[src/rtl/assert_macros.svh]
// ----------------------------------------------------------------------------
// assert_macros.svh
// shared concurrent assertion macros for the rtl folder
// ----------------------------------------------------------------------------
`ifndef ASSERT_MACROS_SVH
`define ASSERT_MACROS_SVH

// same-cycle implication, disabled during reset
`define ASSERT_IMPLY(label, clk, rst, ante, cons) \
  label: assert property (@(posedge clk) disable iff (rst) (ante) |-> (cons)) \
    else $error("same-cycle implication failed");

// next-cycle implication, disabled during reset
`define ASSERT_NEXT(label, clk, rst, ante, cons) \
  label: assert property (@(posedge clk) disable iff (rst) (ante) |=> (cons)) \
    else $error("next-cycle implication failed");

`endif

[src/rtl/ledcd_pkg.sv]
// ----------------------------------------------------------------------------
// ledcd_pkg
// action codes, command text and limits for the led command decoder
// ----------------------------------------------------------------------------
package ledcd_pkg;

  typedef logic [4:0]  action_t;
  typedef logic [7:0]  char_t;
  typedef logic [6:0]  pair_t;
  typedef logic [13:0] value_t;

  // action codes
  localparam action_t ACT_UNEXP       = 5'd0;
  localparam action_t ACT_OUT_EN      = 5'd1;
  localparam action_t ACT_OUT_DS      = 5'd2;
  localparam action_t ACT_OUT_TG      = 5'd3;
  localparam action_t ACT_ON_SET      = 5'd4;
  localparam action_t ACT_ON_CLR      = 5'd5;
  localparam action_t ACT_OFF_SET     = 5'd6;
  localparam action_t ACT_OFF_CLR     = 5'd7;
  localparam action_t ACT_ALL_ON_SET  = 5'd8;
  localparam action_t ACT_ALL_ON_CLR  = 5'd9;
  localparam action_t ACT_ALL_OFF_SET = 5'd10;
  localparam action_t ACT_ALL_OFF_CLR = 5'd11;
  localparam action_t ACT_SLEEP_ON    = 5'd12;
  localparam action_t ACT_SLEEP_OFF   = 5'd13;
  localparam action_t ACT_DUTY_ALL    = 5'd14;
  localparam action_t ACT_DUTY_ONE    = 5'd15;
  localparam action_t ACT_LED_RANGE   = 5'd16;
  localparam action_t ACT_FREQ        = 5'd17;
  localparam action_t ACT_FREQ_RANGE  = 5'd18;

  // group selector characters and decimal digit bounds
  localparam char_t CH_O = "O";
  localparam char_t CH_A = "A";
  localparam char_t CH_S = "S";
  localparam char_t CH_D = "D";
  localparam char_t CH_F = "F";
  localparam char_t CH_ZERO = "0";
  localparam char_t CH_NINE = "9";

  // full five-character commands
  localparam logic [39:0] TXT_OUT_EN      = "OutEn";
  localparam logic [39:0] TXT_OUT_DS      = "OutDs";
  localparam logic [39:0] TXT_OUT_TG      = "OutTg";
  localparam logic [39:0] TXT_ALL_ON_SET  = "AllON";
  localparam logic [39:0] TXT_ALL_ON_CLR  = "AlnON";
  localparam logic [39:0] TXT_ALL_OFF_SET = "AlOFF";
  localparam logic [39:0] TXT_ALL_OFF_CLR = "AnOFF";
  localparam logic [39:0] TXT_SLEEP_ON    = "SlmEn";
  localparam logic [39:0] TXT_SLEEP_OFF   = "SlmDs";

  // three-character prefixes followed by two digits
  localparam logic [23:0] PRE_ON_CLR   = "ONn";
  localparam logic [23:0] PRE_ON_SET   = "ON-";
  localparam logic [23:0] PRE_OFF_SET  = "OFF";
  localparam logic [23:0] PRE_OFF_CLR  = "OFn";
  localparam logic [23:0] PRE_DUTY_ALL = "DAl";

  // frequency limits in hertz
  localparam value_t FREQ_MIN = 14'd24;
  localparam value_t FREQ_MAX = 14'd1526;

  // ascii decimal digit test
  function automatic logic is_digit(input char_t c);
    return (c >= CH_ZERO) && (c <= CH_NINE);
  endfunction

  // two ascii digits to a number 0..99
  function automatic pair_t dig_pair(input char_t tens, input char_t units);
    return 7'(tens[3:0]) * 7'd10 + 7'(units[3:0]);
  endfunction

endpackage

[src/rtl/led_command_decoder_unit.sv]
// ----------------------------------------------------------------------------
// led_command_decoder_unit
// decodes one five-character ascii command into one led pwm controller action
// ----------------------------------------------------------------------------
// usage:
//   a command is taken on the rising edge where start is high and busy is low;
//   cmd_byte_0..cmd_byte_4 carry the five characters in order.
//   busy is low whenever rst is low, so a new command may follow every cycle.
//   each command yields exactly one result: done is high for one cycle with
//   action, led_index and value, and the result transfer completes at the end
//   of that cycle. the receiver has no way to hold results off.
// pipeline:
//   a command passes the input register, then is decoded into the result
//   register, which drives done, action, led_index and value; one command
//   per cycle sustained while rst is low, set by the single decode stage
//   between the two registers.
// reset:
//   synchronous rst clears the pipeline valid flags; busy is high while rst
//   is high, and commands in flight at reset are dropped.
// ----------------------------------------------------------------------------
`include "assert_macros.svh"

module led_command_decoder_unit
  import ledcd_pkg::*;
#(
  parameter int MAX_LED_INDEX = 15
) (
  input  logic        clk,
  input  logic        rst,
  input  logic        start,
  output logic        busy,
  input  logic [7:0]  cmd_byte_0,
  input  logic [7:0]  cmd_byte_1,
  input  logic [7:0]  cmd_byte_2,
  input  logic [7:0]  cmd_byte_3,
  input  logic [7:0]  cmd_byte_4,
  output logic        done,
  output logic [4:0]  action,
  output logic [6:0]  led_index,
  output logic [13:0] value
);

  localparam pair_t LED_LIMIT = 7'(MAX_LED_INDEX);

  logic   in_valid;
  char_t  b0, b1, b2, b3, b4;

  action_t action_next;
  pair_t   led_index_next;
  value_t  value_next;

  logic [39:0] txt5;
  logic [23:0] txt3;
  logic        dig1, dig2, dig3, dig4;
  pair_t       pair_hi, pair_lo;
  value_t      freq;

  assign busy = rst;

  // input register
  always_ff @(posedge clk) begin
    if (rst) begin
      in_valid <= 1'b0;
    end else begin
      in_valid <= start && !busy;
    end
    if (start && !busy) begin
      b0 <= cmd_byte_0;
      b1 <= cmd_byte_1;
      b2 <= cmd_byte_2;
      b3 <= cmd_byte_3;
      b4 <= cmd_byte_4;
    end
  end

  // digit tests and decimal conversion
  assign txt5    = {b0, b1, b2, b3, b4};
  assign txt3    = {b0, b1, b2};
  assign dig1    = is_digit(b1);
  assign dig2    = is_digit(b2);
  assign dig3    = is_digit(b3);
  assign dig4    = is_digit(b4);
  assign pair_hi = dig_pair(b1, b2);
  assign pair_lo = dig_pair(b3, b4);
  assign freq    = 14'(b1[3:0]) * 14'd1000 + 14'(b2[3:0]) * 14'd100 + 14'(pair_lo);

  // command decode
  always_comb begin
    action_next    = ACT_UNEXP;
    led_index_next = '0;
    value_next     = '0;
    case (b0)
      CH_O: begin
        if (txt5 == TXT_OUT_EN) begin
          action_next = ACT_OUT_EN;
        end else if (txt5 == TXT_OUT_DS) begin
          action_next = ACT_OUT_DS;
        end else if (txt5 == TXT_OUT_TG) begin
          action_next = ACT_OUT_TG;
        end else if (dig3 && dig4) begin
          led_index_next = pair_lo;
          if (txt3 == PRE_ON_CLR) begin
            action_next = ACT_ON_CLR;
          end else if (txt3 == PRE_ON_SET) begin
            action_next = ACT_ON_SET;
          end else if (txt3 == PRE_OFF_SET) begin
            action_next = ACT_OFF_SET;
          end else if (txt3 == PRE_OFF_CLR) begin
            action_next = ACT_OFF_CLR;
          end else begin
            led_index_next = '0;
          end
        end
      end
      CH_A: begin
        if (txt5 == TXT_ALL_ON_SET) begin
          action_next = ACT_ALL_ON_SET;
        end else if (txt5 == TXT_ALL_ON_CLR) begin
          action_next = ACT_ALL_ON_CLR;
        end else if (txt5 == TXT_ALL_OFF_SET) begin
          action_next = ACT_ALL_OFF_SET;
        end else if (txt5 == TXT_ALL_OFF_CLR) begin
          action_next = ACT_ALL_OFF_CLR;
        end
      end
      CH_S: begin
        if (txt5 == TXT_SLEEP_ON) begin
          action_next = ACT_SLEEP_ON;
        end else if (txt5 == TXT_SLEEP_OFF) begin
          action_next = ACT_SLEEP_OFF;
        end
      end
      CH_D: begin
        if (txt3 == PRE_DUTY_ALL) begin
          if (dig3 && dig4) begin
            action_next = ACT_DUTY_ALL;
            value_next  = 14'(pair_lo);
          end
        end else if (dig1 && dig2 && dig3 && dig4) begin
          led_index_next = pair_hi;
          if (pair_hi <= LED_LIMIT) begin
            action_next = ACT_DUTY_ONE;
            value_next  = 14'(pair_lo);
          end else begin
            action_next = ACT_LED_RANGE;
          end
        end
      end
      CH_F: begin
        if (dig1 && dig2 && dig3 && dig4) begin
          value_next  = freq;
          action_next = (freq >= FREQ_MIN && freq <= FREQ_MAX) ? ACT_FREQ : ACT_FREQ_RANGE;
        end
      end
      default: begin
        action_next = ACT_UNEXP;
      end
    endcase
  end

  // result register
  always_ff @(posedge clk) begin
    if (rst) begin
      done <= 1'b0;
    end else begin
      done <= in_valid;
    end
    action    <= action_next;
    led_index <= led_index_next;
    value     <= value_next;
  end

  // every accepted command gives a result through the input and result registers
  `ASSERT_NEXT(a_result_latency, clk, rst, start && !busy, ##1 done)
  // action codes stay within the defined set
  `ASSERT_IMPLY(a_action_range, clk, rst, done, action <= ACT_FREQ_RANGE)
  // per-led duty never carries an led number above the limit
  `ASSERT_IMPLY(a_duty_led_limit, clk, rst, done && action == ACT_DUTY_ONE,
                led_index <= LED_LIMIT)
  // led index is zero unless the action names one led
  `ASSERT_IMPLY(a_led_zero, clk, rst, done && !(action == ACT_ON_SET ||
                action == ACT_ON_CLR || action == ACT_OFF_SET || action == ACT_OFF_CLR ||
                action == ACT_DUTY_ONE || action == ACT_LED_RANGE), led_index == '0)
  // value is zero unless the action carries duty or frequency
  `ASSERT_IMPLY(a_value_zero, clk, rst, done && !(action == ACT_DUTY_ALL ||
                action == ACT_DUTY_ONE || action == ACT_FREQ || action == ACT_FREQ_RANGE),
                value == '0)

endmodule
[config.mk]
export PLATFORM = sky130hd
export DESIGN_NAME = led_command_decoder_unit
export DESIGN_NICKNAME = d
export VERILOG_FILES = /design/src/rtl/ledcd_pkg.sv /design/src/rtl/led_command_decoder_unit.sv
export VERILOG_INCLUDE_DIRS = /design/src /design/src/rtl
export SDC_FILE = /design/constraint.sdc
export NUM_CORES = 1
export LEC_CHECK = 0
export ABC_CLOCK_PERIOD_IN_PS = 6600
export BUFFER_PORTS_ARGS = -buffer_cell sky130_fd_sc_hd__buf_2
export CAP_MARGIN = 25
export CORE_ASPECT_RATIO = 2
export CORE_UTILIZATION = 45
export DETAILED_ROUTE_END_ITERATION = 10
export PLACE_DENSITY_LB_ADDON = 0.15
export SYNTH_ARGS = -nofsm -noshare
export SYNTH_HDL_FRONTEND = slang
export SYNTH_SLANG_ARGS = --single-unit
[constraint.sdc]
create_clock -name clk -period 6.6 [get_ports clk]
set_input_delay 0.33 -clock clk [delete_from_list [all_inputs] [get_ports clk]]
set_output_delay 0.33 -clock clk [all_outputs]
set_load 0.01 [all_outputs]
==> results.md, run 1 <==
- Ys async rst share: 0%
- Pin count of the biggest net entering global routing: 41
- Register area share after synthesis: 38.7%
- Core footprint: 9760 sq um
- DR vias/cell: 5.56
- CTS root buffer: clkbuf_16
- Min-delay worst type: primary input to flip-flop
- Final nets: 623
- Synthesized area per cell: 10.7 sq um
- Die span in y: 144 um
- TritonRoute pass-1 iters: 6
- Postcts setup bufs: 0
- Dpl hpwl: ~8900 um
- Core Util, Final: 54.8%
- Chip Width: 73.1 um
- DRC: 0
- Slew Viols, Final: 0
- Design Power: 1.73 mW
- Via count: approximately 3.6k
- Remaining antenna violation count: 0
- CP arrival: 5.08 ns
- Die area: 10500 sq um
- Relative max-transition margin: 40.6%
- Yosys reg bits: 68
- I/O Buffers: 70
- CTS Hold Buffers Added: 0
- Crit. End Element: flip-flop
- # resized after CTS: 0
- Wire length per cell: around 17 um
- Startpoint Class: flip-flop
- Starting Density: around 47%
- Placed Area: between 5000 and 6000 sq um
- Total routed wirelength: 10700 um
- Clock slew at reported path FFs: 0.06 ns
- Worst Path Required: 6.82 ns
- Grt ovf: 0
- Pwr Density: around 320 nW/um^2
- Outcome: finished clean
- Period Utilization, post-route: 73.6%
- DRT iter0 DRCs: between 100 and 150
- Yosys warnings: 0
- Crit path time final: 4.86 ns
- CP max FO: 12
- CTS tree: done
- First-pass GRT wire length: 17000 um
- Clock skew: just under 0.008 ns
- Area delta synth->final: 17.6%
- Fin area: 5350 sq um
- Number of synthesized flops with an enable pin: 40
- Worst vdd ir: 0.249 mV
- Clock Path Buffers: 2
- Post-route setup TNS: 0 ns
- Mapped Cells: 426
- Clock buffer count from CTS: 9
- Mapped cell area: 4550 sq um
- Clock sink total: between 60 and 70
- Area occupied by multi-input gates: 2610 sq um
- Pleak: 2.33 nW
- Syn nets: roughly 550
- Max stage delay on crit path: between 0.7 and 0.8 ns
- Filler cells: 904
- RSZ-0062 raised after global routing: no
- I/O pins: 71
- F_max: a little over 200 MHz
- # diodes: 0
- Max Cap Violations: 0
- H-tree levels: 3
- Final hold vios: 0
- Worst path cell trace: fa_1, inv_1, fa_1, inv_1, ha_1, nor2b_1, o31a_1, a21oi_1, ha_1, ha_1, inv_1, o21ai_0, a41oi_1, nor2_1, xnor2_1, o2111ai_1, a221o_1
- Worst-Margin Slew: between 0.8 and 0.9 ns
- Antenna violations before repair: 0
- Cell variety after synth: 63
- Main flop type after synthesis: edfxtp_1
- Critical path class: flip-flop to flip-flop
- # setup viols final: 0
- Worst Hold Slack: 0.161 ns
- Clk_lat worst skew: 0.34 ns
- Layout cells sized above 1: 19.3%
- Tot GR Track Use: roughly 22%
- GP Congestion: 0.964
- Row count: 51
- Slowest CP cell: fa_1
- Sequential Area: around 1800 sq um
- Vias in the first global route: 3668
## cells in the final DEF (no fill, tap or decap), types with 15 or more instances in the layout
cell      Yosys  routed
nor3_1       16      16
dfxtp_1      28      28
buf_2         0      70
inv_1        41      41
nand2_1      25      25
fa_1         17      17
xnor2_1      15      15
a21oi_1      16      16
edfxtp_1     40      40
nor2_1       21      21
ha_1         59      59
## flip-flops by register name (all words and copies together), names as in the netlist
name,count
led_index,7
action,5
value,14
b0,8
b1,8
b3,8
in_valid,1
done,1
b2,8
b4,8
## report_power, final
part | switching, mW | internal, mW | total, mW | leakage [nW]
sequential | 0.0218 | 0.470 | 0.492 | 0.601
clock | 0.173 | 0.277 | 0.450 | 0.146
combinational | 0.458 | 0.326 | 0.784 | 1.58
total | 0.653 | 1.07 | 1.73 | 2.33
## stage by stage
step | worst slack (ns) | instances
after global routing | 1.45 | 641
after global placement | 1.97 | 624
after detailed placement | 1.76 | 624
after CTS | 1.76 | 640
after floorplan | 2.26 | 426
final | 1.74 | 641
## logic make-up after synthesis
kind of cell	count (synthesis)	share of synthesized area (%)
and+or+nand+nor	134	16.8
buffers and inverters	46	4.04
DFF	68	38.7
AOI/OAI and AO/OA	77	11.9
adders and majority gates	76	23.7
muxes	2	0.440
xor gates and xnor gates	23	4.43
## routing by layer
metal / track usage [%] / vias to the layer above / part of all wire (%)
li1: - / 1706 / -
met3: 3.83 / 46 / 2.7
met5: 0 / - / 0
met2: 42.1 / 107 / 57
met1: 19.5 / 1703 / 33
met4: 17.3 / 0 / 6.9
## final timing paths
| kind | from | end | slack (ns) | cells after the start |
|---|---|---|---|---|
| min | cmd_byte_4[0] | b4[0]$_DFFE_PP_ | 0.16 | 1 |
| max reg2reg | b1[1]$_DFFE_PP_ | action[1]$_DFF_P_ | 1.74 | 17 |
| max | b1[1]$_DFFE_PP_ | action[1]$_DFF_P_ | 1.74 | 17 |
| min reg2reg | in_valid$_SDFF_PP0_ | done$_SDFF_PP0_ | 0.44 | 1 |
## synthesized netlist by cell type, types with 6 or more instances
master | instances | area (sq um)
a21oi_1 | 16 | 80.1
dfxtp_1 | 28 | 561
edfxtp_1 | 40 | 1200
fa_1 | 17 | 340
ha_1 | 59 | 738
inv_1 | 41 | 154
nand2_1 | 25 | 93.8
nand3_1 | 12 | 60.1
nand4_1 | 6 | 37.5
nor2_1 | 21 | 78.8
nor2b_1 | 10 | 62.6
nor3_1 | 16 | 80.1
o21ai_0 | 8 | 40.0
o21ai_1 | 10 | 50.1
xnor2_1 | 15 | 131
xor2_1 | 8 | 70.1
## worst max-delay path: cells and delay by family (launching register included)
kind | cells | cell delay [ns]
adders and majority gates | 5 | 2.18
DFF | 1 | 0.61
xor gates and xnor gates | 1 | 0.17
AOI/OAI and AO/OA | 6 | 1.20
buffers and inverters | 3 | 0.19
and+or+nand+nor | 2 | 0.37
## layout make-up
| cell class | instances | share of cell area (%) |
|---|---|---|
| timing repair buffer | 71 | 6.92 |
| clock buffer | 11 | 4.74 |
| multi-input combinational | 312 | 48.8 |
| clock inverter | 5 | 0.584 |
| sequential | 68 | 32.9 |
| inverter | 42 | 2.94 |
| tap | 132 | 3.08 |
Power figures use the tool's default switching activity.
==> inputs of run 2 (changes only) <==
--- a/config.mk
+++ b/config.mk
@@ -6,7 +6,7 @@
 export SDC_FILE = /design/constraint.sdc
 export NUM_CORES = 1
 export LEC_CHECK = 0
-export ABC_CLOCK_PERIOD_IN_PS = 6600
+export ABC_CLOCK_PERIOD_IN_PS = 5010
 export BUFFER_PORTS_ARGS = -buffer_cell sky130_fd_sc_hd__buf_2
 export CAP_MARGIN = 25
 export CORE_ASPECT_RATIO = 2
==> constraint.sdc (replaced) <==
create_clock -name clk -period 5.01 [get_ports clk]
set_input_delay 0.2505 -clock clk [delete_from_list [all_inputs] [get_ports clk]]
set_output_delay 0.2505 -clock clk [all_outputs]
set_load 0.01 [all_outputs]
==> run 2 against run 1 <==
Die area did not move. Critical path depth fell by 1. Clock power rose by 44%. Setup slack got worse by 1.5 ns. Cell count rose by 0.47%. Sequential power rose by 31%. Highest routed layer unchanged.
==> results.md, run 2 (synthesized netlist as in run 1, its figures left out) <==
- Postcts setup bufs: 0 (unchanged)
- Area occupied by multi-input gates: 2630 sq um (was 2610 sq um)
- Clock slew at reported path FFs: 0.06 ns (about the same)
- Worst Setup SP: b3[3]$_DFFE_PP_ (was b1[1]$_DFFE_PP_)
- CTS root buffer: clkbuf_16 (unchanged)
- DR vias/cell: 5.50 (was 5.56)
- Startpoint Class: flip-flop (unchanged)
- Layout cells sized above 1: 20.1% (was 19.3%)
- Crit. End Element: flip-flop (unchanged)
- Placed cells: 627 (was 624)
- Die area: 10500 sq um (unchanged)
- Design Power: 2.39 mW (was 1.73 mW)
- Worst path depth: 16 (was 17)
- Worst Path Required: 5.23 ns (was 6.82 ns)
- Max stage delay on crit path: 0.51 ns (was 0.72 ns)
- Largest Register: value (unchanged)
- Sequential Area: 1760 sq um (unchanged)
- I/O Buffers: 70 (unchanged)
- Die span in y: 144 um (unchanged)
- Crit path time final: 4.77 ns (was 4.86 ns)
- Dpl hpwl: 8820 um (was 8870 um)
- TritonRoute pass-1 iters: 4 (was 6)
- Clock buffer count from CTS: 9 (unchanged)
- Via count: 3545 (was 3562)
- Total routed wirelength: 10800 um (was 10700 um)
- Period Utilization, post-route: 95.2% (was 73.6%)
- FF-to-FF setup slack: 0.24 ns (was 1.74 ns)
- Clk_lat worst skew: 0.34 ns (about the same)
- Final hold vios: 0 (unchanged)
- Row count: 51 (unchanged)
- Core footprint: 9760 sq um (unchanged)
- CTS tree: done (unchanged)
- Worst Hold Slack: 0.0813 ns (was 0.161 ns)
- CP max FO: 8 (was 12)
- Pin count of the biggest net entering global routing: 41 (unchanged)
- Wire length per cell: 16.8 um (was 16.6 um)
- Worst path cell trace: ha_1, ha_1, inv_1, fa_1, nor3b_1, xnor2_1, inv_1, fa_1, ha_1, o21ai_0, o21ai_1, a2111oi_2, nor3_1, a21oi_1, o2111ai_1, a221o_1 (was fa_1, inv_1, fa_1, inv_1, ha_1, nor2b_1, o31a_1, a21oi_1, ha_1, ha_1, inv_1, o21ai_0, a41oi_1, nor2_1, xnor2_1, o2111ai_1, a221o_1)
- Grt ovf: 0 (unchanged)
- Fin area: 5410 sq um (was 5350 sq um)
- R2R Path End: action[1]$_DFF_P_ (unchanged)
- Clock skew: 0.0118 ns (was 0.00772 ns)
- Worst vdd ir: 0.296 mV (was 0.249 mV)
- Core Util, Final: 55.5% (was 54.8%)
- Final nets: 626 (was 623)
- Slowest CP cell: edfxtp_1 (was fa_1)
- Antenna violations before repair: 0 (unchanged)
- Final setup margin: 0.242 ns (was 1.74 ns)
- Slew Viols, Final: 0 (unchanged)
- Max reg flops: 14 (unchanged)
- Worst reg2reg startpoint: b3[3]$_DFFE_PP_ (was b1[1]$_DFFE_PP_)
- Tot GR Track Use: 22.3% (was 22.1%)
- Worst slack, placed: 0.215 ns (was 1.76 ns)
- Worst-Margin Slew: 0.938 ns (was 0.884 ns)
- Pwr Density: 441 nW/um^2 (was 322 nW/um^2)
- Outcome: finished clean (unchanged)
- Post-route setup TNS: 0 ns (unchanged)
- Chip Width: 73.1 um (unchanged)
- First-pass GRT wire length: 17300 um (was 17000 um)
- Worst Reg-to-Reg Cells: 16 (was 17)
- F_max: 210 MHz (was 206 MHz)
- Final std cells w/o fill: 644 (was 641)
- DRT iter0 DRCs: 108 (was 124)
- Worst setup path end: action[1]$_DFF_P_ (unchanged)
- Delay-heaviest family, CP: adder cells (unchanged)
- DRC: 0 (unchanged)
- Worst path buffer plus inverter count: 2 (was 3)
- Clock Path Buffers: 2 (unchanged)
- Remaining antenna violation count: 0 (unchanged)
- Filler cells: 860 (was 904)
- GP Congestion: 0.968 (was 0.964)
- Critical path class: flip-flop to flip-flop (unchanged)
- I/O pins: 71 (unchanged)
- Starting Density: 46.6% (unchanged)
- H-tree levels: 3 (unchanged)
- Placed Area: 5070 sq um (was 5050 sq um)
- Clock sink total: 68 (unchanged)
- Area delta synth->final: 18.9% (was 17.6%)
- Cell repeated most along the worst path: ha_1
- Min-delay worst type: primary input to flip-flop (unchanged)
- Leading cell type in the layout, fill and taps excluded: buf_2 (unchanged)
- Vias in the first global route: 3787 (was 3668)
- Hold path depth: 1 (unchanged)
- Pleak: 2.35 nW (was 2.33 nW)
- Most frequent cells in the layout: buf_2 (70), ha_1 (59), inv_1 (41), edfxtp_1 (40), dfxtp_1 (28) (unchanged)
- Relative max-transition margin: 37.0% (was 40.6%)
- CP arrival: 4.99 ns (was 5.08 ns)
- # diodes: 0 (unchanged)
- Max Cap Violations: 0 (unchanged)
- # setup viols final: 0 (unchanged)
-- run 2: cell count changes in the layout (fill, tap and decap cells not counted), sizes merged --
cell and change:
buf +3, clkinv -1, bufinv +1
-- run 2: how the worst min path moves through the flow --
stage | start | end | slack (ns)
floorplan | rst | done$_SDFF_PP0_ | 0.32
global placement | cmd_byte_0[4] | b0[4]$_DFFE_PP_ | 0.43
detailed placement | cmd_byte_0[1] | b0[1]$_DFFE_PP_ | 0.43
CTS | cmd_byte_4[1] | b4[1]$_DFFE_PP_ | 0.08
global route | cmd_byte_4[2] | b4[2]$_DFFE_PP_ | 0.08
finish | cmd_byte_4[2] | b4[2]$_DFFE_PP_ | 0.08
-- run 2: repair_timing --
item,4_1_cts,5_1_grt
endpoints found under the setup margin,0,1
gates resized for setup,0,3
hold endpoints to repair,0,0
hold buffers,0,0
-- run 2: metal layers --
layer  GRT usage (%)  part of all wire, %  up-vias
met5               0                    0        -
met4            19.8                  7.5        0
met3            3.34                  2.7       51
met2            42.1                   56      113
met1            19.1                   33     1663
li1                -                    -     1718
-- run 2: layout make-up --
cell class / count / area share [%]
multi-input combinational: 312 / 48.5
clock inverter: 5 / 1.04
sequential: 68 / 32.5
tap: 132 / 3.05
inverter: 42 / 2.91
timing repair buffer: 74 / 7.26
clock buffer: 11 / 4.69
-- run 2: worst reg2reg max path, stage by stage, from the launching register on --
cell       delay, ns
edfxtp_1        0.51
ha_1            0.34
ha_1            0.19
inv_1           0.07
fa_1            0.44
nor3b_1         0.25
xnor2_1         0.20
inv_1           0.11
fa_1            0.48
ha_1            0.37
o21ai_0         0.24
o21ai_1         0.16
a2111oi_2       0.43
nor3_1          0.11
a21oi_1         0.25
o2111ai_1       0.19
a221o_1         0.33
-- run 2: power by group --
part / internal [mW] / switching (mW) / leakage, nW
Sequential: 0.619 / 0.0260 / 0.601
Combinational: 0.451 / 0.641 / 1.60
Clock: 0.416 / 0.232 / 0.156
==> inputs of run 3 (changes only) <==
--- a/config.mk
+++ b/config.mk
@@ -7,11 +7,12 @@
 export NUM_CORES = 1
 export LEC_CHECK = 0
 export ABC_CLOCK_PERIOD_IN_PS = 5010
-export BUFFER_PORTS_ARGS = -buffer_cell sky130_fd_sc_hd__buf_2
 export CAP_MARGIN = 25
 export CORE_ASPECT_RATIO = 2
 export CORE_UTILIZATION = 45
+export CTS_CLUSTER_DIAMETER = 40
 export DETAILED_ROUTE_END_ITERATION = 10
+export DONT_BUFFER_PORTS = 1
 export PLACE_DENSITY_LB_ADDON = 0.15
 export SYNTH_ARGS = -nofsm -noshare
 export SYNTH_HDL_FRONTEND = slang
==> run 3 against run 2 <==
Count of clock-buffer cells in the layout stayed put. Sequential cell count stayed put. Combinational power is 5% lower. Clock skew hardly changed. Power is 2.1% lower. Die area stayed put. Setup slack better by 0.12 ns. Sequential power hardly changed. Global-route usage is 0.19 points lower. Worst hold slack worse by 0.070 ns. Critical endpoint unchanged. Largest cell class unchanged.
==> results.md, run 3 (synthesized netlist as in run 1, its figures left out) <==
- Clock skew: 0.0123 ns (was 0.0118 ns)
- Worst path cell trace: ha_1, ha_1, inv_1, fa_1, nor3b_1, xnor2_1, inv_1, fa_1, ha_1, a211oi_1, o21ai_1, a2111oi_0, nor3_1, a21oi_1, o2111ai_1, a221o_1 (was ha_1, ha_1, inv_1, fa_1, nor3b_1, xnor2_1, inv_1, fa_1, ha_1, o21ai_0, o21ai_1, a2111oi_2, nor3_1, a21oi_1, o2111ai_1, a221o_1)
- DRT iter0 DRCs: 144 (was 108)
- GP Congestion: 0.967 (was 0.968)
- Max reg flops: 14 (unchanged)
- Clk_lat worst skew: 0.34 ns (about the same)
- Period Utilization, post-route: 92.8% (was 95.2%)
- Design Power: 2.34 mW (was 2.39 mW)
- Starting Density: 46.6% (unchanged)
- Min-delay worst type: primary input to flip-flop (unchanged)
- Worst-Margin Slew: 0.993 ns (was 0.938 ns)
- Antenna violations before repair: 0 (unchanged)
- Vias in the first global route: 3435 (was 3787)
- Post-route setup TNS: 0 ns (unchanged)
- Clock buffer count from CTS: 9 (unchanged)
- F_max: 215 MHz (was 210 MHz)
- Clock power frac: 27.8% (was 27.2%)
- Internal: 1.47 mW (was 1.49 mW)
- Sw Pwr: 866 uW (was 899 uW)
- Worst path depth: 16 (unchanged)
- Relative max-transition margin: 33.6% (was 37.0%)
- Tot GR Track Use: 22.1% (was 22.3%)
- Clock sink total: 68 (unchanged)
- Filler cells: 866 (was 860)
- Die area: 10500 sq um (unchanged)
- Pwr Density: 445 nW/um^2 (was 441 nW/um^2)
- I/O Buffers: 0 (was 70)
- Remaining antenna violation count: 0 (unchanged)
- Wire length per cell: 17.9 um (was 16.8 um)
- CTS tree: done (unchanged)
- Row count: 51 (unchanged)
- Clock Path Buffers: 2 (unchanged)
- Critical path class: flip-flop to flip-flop (unchanged)
- Total routed wirelength: 10700 um (was 10800 um)
- Worst Path Required: 5.23 ns (about the same)
- Pleak: 2.11 nW (was 2.35 nW)
- Chip Width: 73.1 um (unchanged)
- Die span in y: 144 um (unchanged)
- Final nets: 577 (was 626)
- Sw Share: 37.1% (was 37.7%)
- CP arrival: 4.86 ns (was 4.99 ns)
- Layout cells sized above 1: 6.91% (was 20.1%)
- Final hold vios: 0 (unchanged)
- Crit path time final: 4.65 ns (was 4.77 ns)
- Worst Reg-to-Reg Cells: 16 (unchanged)
- Slew Viols, Final: 0 (unchanged)
- Delay-heaviest family, CP: adder cells (unchanged)
- Via count: 3356 (was 3545)
- Worst vdd ir: 0.324 mV (was 0.296 mV)
- Hold path depth: 0 (was 1)
- Max stage delay on crit path: 0.49 ns (was 0.51 ns)
- CP max FO: 6 (was 8)
- # diodes: 0 (unchanged)
- Sequential Area: 1760 sq um (unchanged)
- Outcome: finished clean (unchanged)
- Max Cap Violations: 0 (unchanged)
- H-tree levels: 3 (unchanged)
- Slowest CP cell: fa_1 (was edfxtp_1)
- Grt ovf: 0 (unchanged)
- Worst path buffer plus inverter count: 2 (unchanged)
- Comb pwr share: 44.7% (was 45.8%)
- First-pass GRT wire length: 16700 um (was 17300 um)
- Startpoint Class: flip-flop (unchanged)
- RSZ-0062 raised after global routing: no
- Clock slew at reported path FFs: 0.06 ns (about the same)
- Pin count of the biggest net entering global routing: 41 (unchanged)
- Leading cell type in the layout, fill and taps excluded: ha_1 (was buf_2)
- Cell repeated most along the worst path: ha_1 (unchanged)
- I/O pins: 71 (unchanged)
- Seq pwr share: 27.5% (was 27.0%)
- TritonRoute pass-1 iters: 4 (unchanged)
- Dpl hpwl: 8790 um (was 8820 um)
- DRC: 0 (unchanged)
- Largest Register: value (unchanged)
- Area delta synth->final: 15.3% (was 18.9%)
- DR vias/cell: 5.64 (was 5.50)
- Area occupied by multi-input gates: 2610 sq um (was 2630 sq um)
- CTS root buffer: clkbuf_16 (unchanged)
- Crit. End Element: flip-flop (unchanged)
- Core footprint: 9760 sq um (unchanged)
- # setup viols final: 0 (unchanged)
- Most frequent cells in the layout: ha_1 (59), inv_1 (41), edfxtp_1 (40), dfxtp_1 (28), nand2_1 (25) (was buf_2 (70), ha_1 (59), inv_1 (41), edfxtp_1 (40), dfxtp_1 (28))
## run 3: area by class of cell
type,instances,area share (%)
timing repair buffer,25,4.53
clock inverter,5,1.12
sequential,68,33.6
tap,132,3.15
inverter,42,3.00
multi-input combinational,312,49.8
clock buffer,11,4.84
## run 3: through the flow
| step | setup WS [ns] | hold WS [ns] | cells | area (sq um) | util, % |
|---|---|---|---|---|---|
| CTS | 0.292 | 0.00368 | 583 | 5130 | 52.6 |
| floorplan | 0.674 | 0.322 | 426 | 4550 | - |
| detailed placement | 0.319 | 0.325 | 558 | 4730 | 48.4 |
| finish | 0.361 | 0.0109 | 595 | 5250 | 53.8 |
| global placement | 0.471 | 0.326 | 558 | 4730 | 48.4 |
| global route | 0.0694 | 0.000593 | 595 | 5250 | 53.8 |
## run 3: power groups by stage
stage / clock network (mW) / registers, mW / logic [mW]
detailed placement: 0 / 0.655 / 1.02
CTS: 0.662 / 0.643 / 1.04
global placement: 0 / 0.654 / 1.00
global route: 0.684 / 0.646 / 1.16
finish: 0.650 / 0.642 / 1.04
floorplan: 0 / 0.650 / 0.782
## run 3: timing repair
item | CTS | global route
endpoints found under the hold margin | 10 | 11
setup buffers | 0 | 1
resized for setup | 0 | 1
endpoints found under the setup margin | 0 | 1
hold buffers | 9 | 11
## run 3: worst paths after layout
| path | slack, ns | endpoint | start |
|---|---|---|---|
| max | 0.36 | action[1]$_DFF_P_ | b3[1]$_DFFE_PP_ |
| min | 0.01 | b4[5]$_DFFE_PP_ | cmd_byte_4[5] |
| max reg2reg | 0.36 | action[1]$_DFF_P_ | b3[1]$_DFFE_PP_ |
| min reg2reg | 0.44 | done$_SDFF_PP0_ | in_valid$_SDFF_PP0_ |
## run 3: per-layer routing
layer / wire, um / GRT usage [%]
met5: 0 / 0
met4: 658 / 16.6
met3: 325 / 3.69
met2: 6280 / 43.2
met1: 3410 / 18.6
## run 3: worst reg2reg max path: stages, from the launching register on
cell       delay [ns]
edfxtp_1         0.47
ha_1             0.33
ha_1             0.19
inv_1            0.06
fa_1             0.44
nor3b_1          0.26
xnor2_1          0.20
inv_1            0.11
fa_1             0.49
ha_1             0.26
a211oi_1         0.29
o21ai_1          0.15
a2111oi_0        0.44
nor3_1           0.11
a21oi_1          0.20
o2111ai_1        0.19
a221o_1          0.34
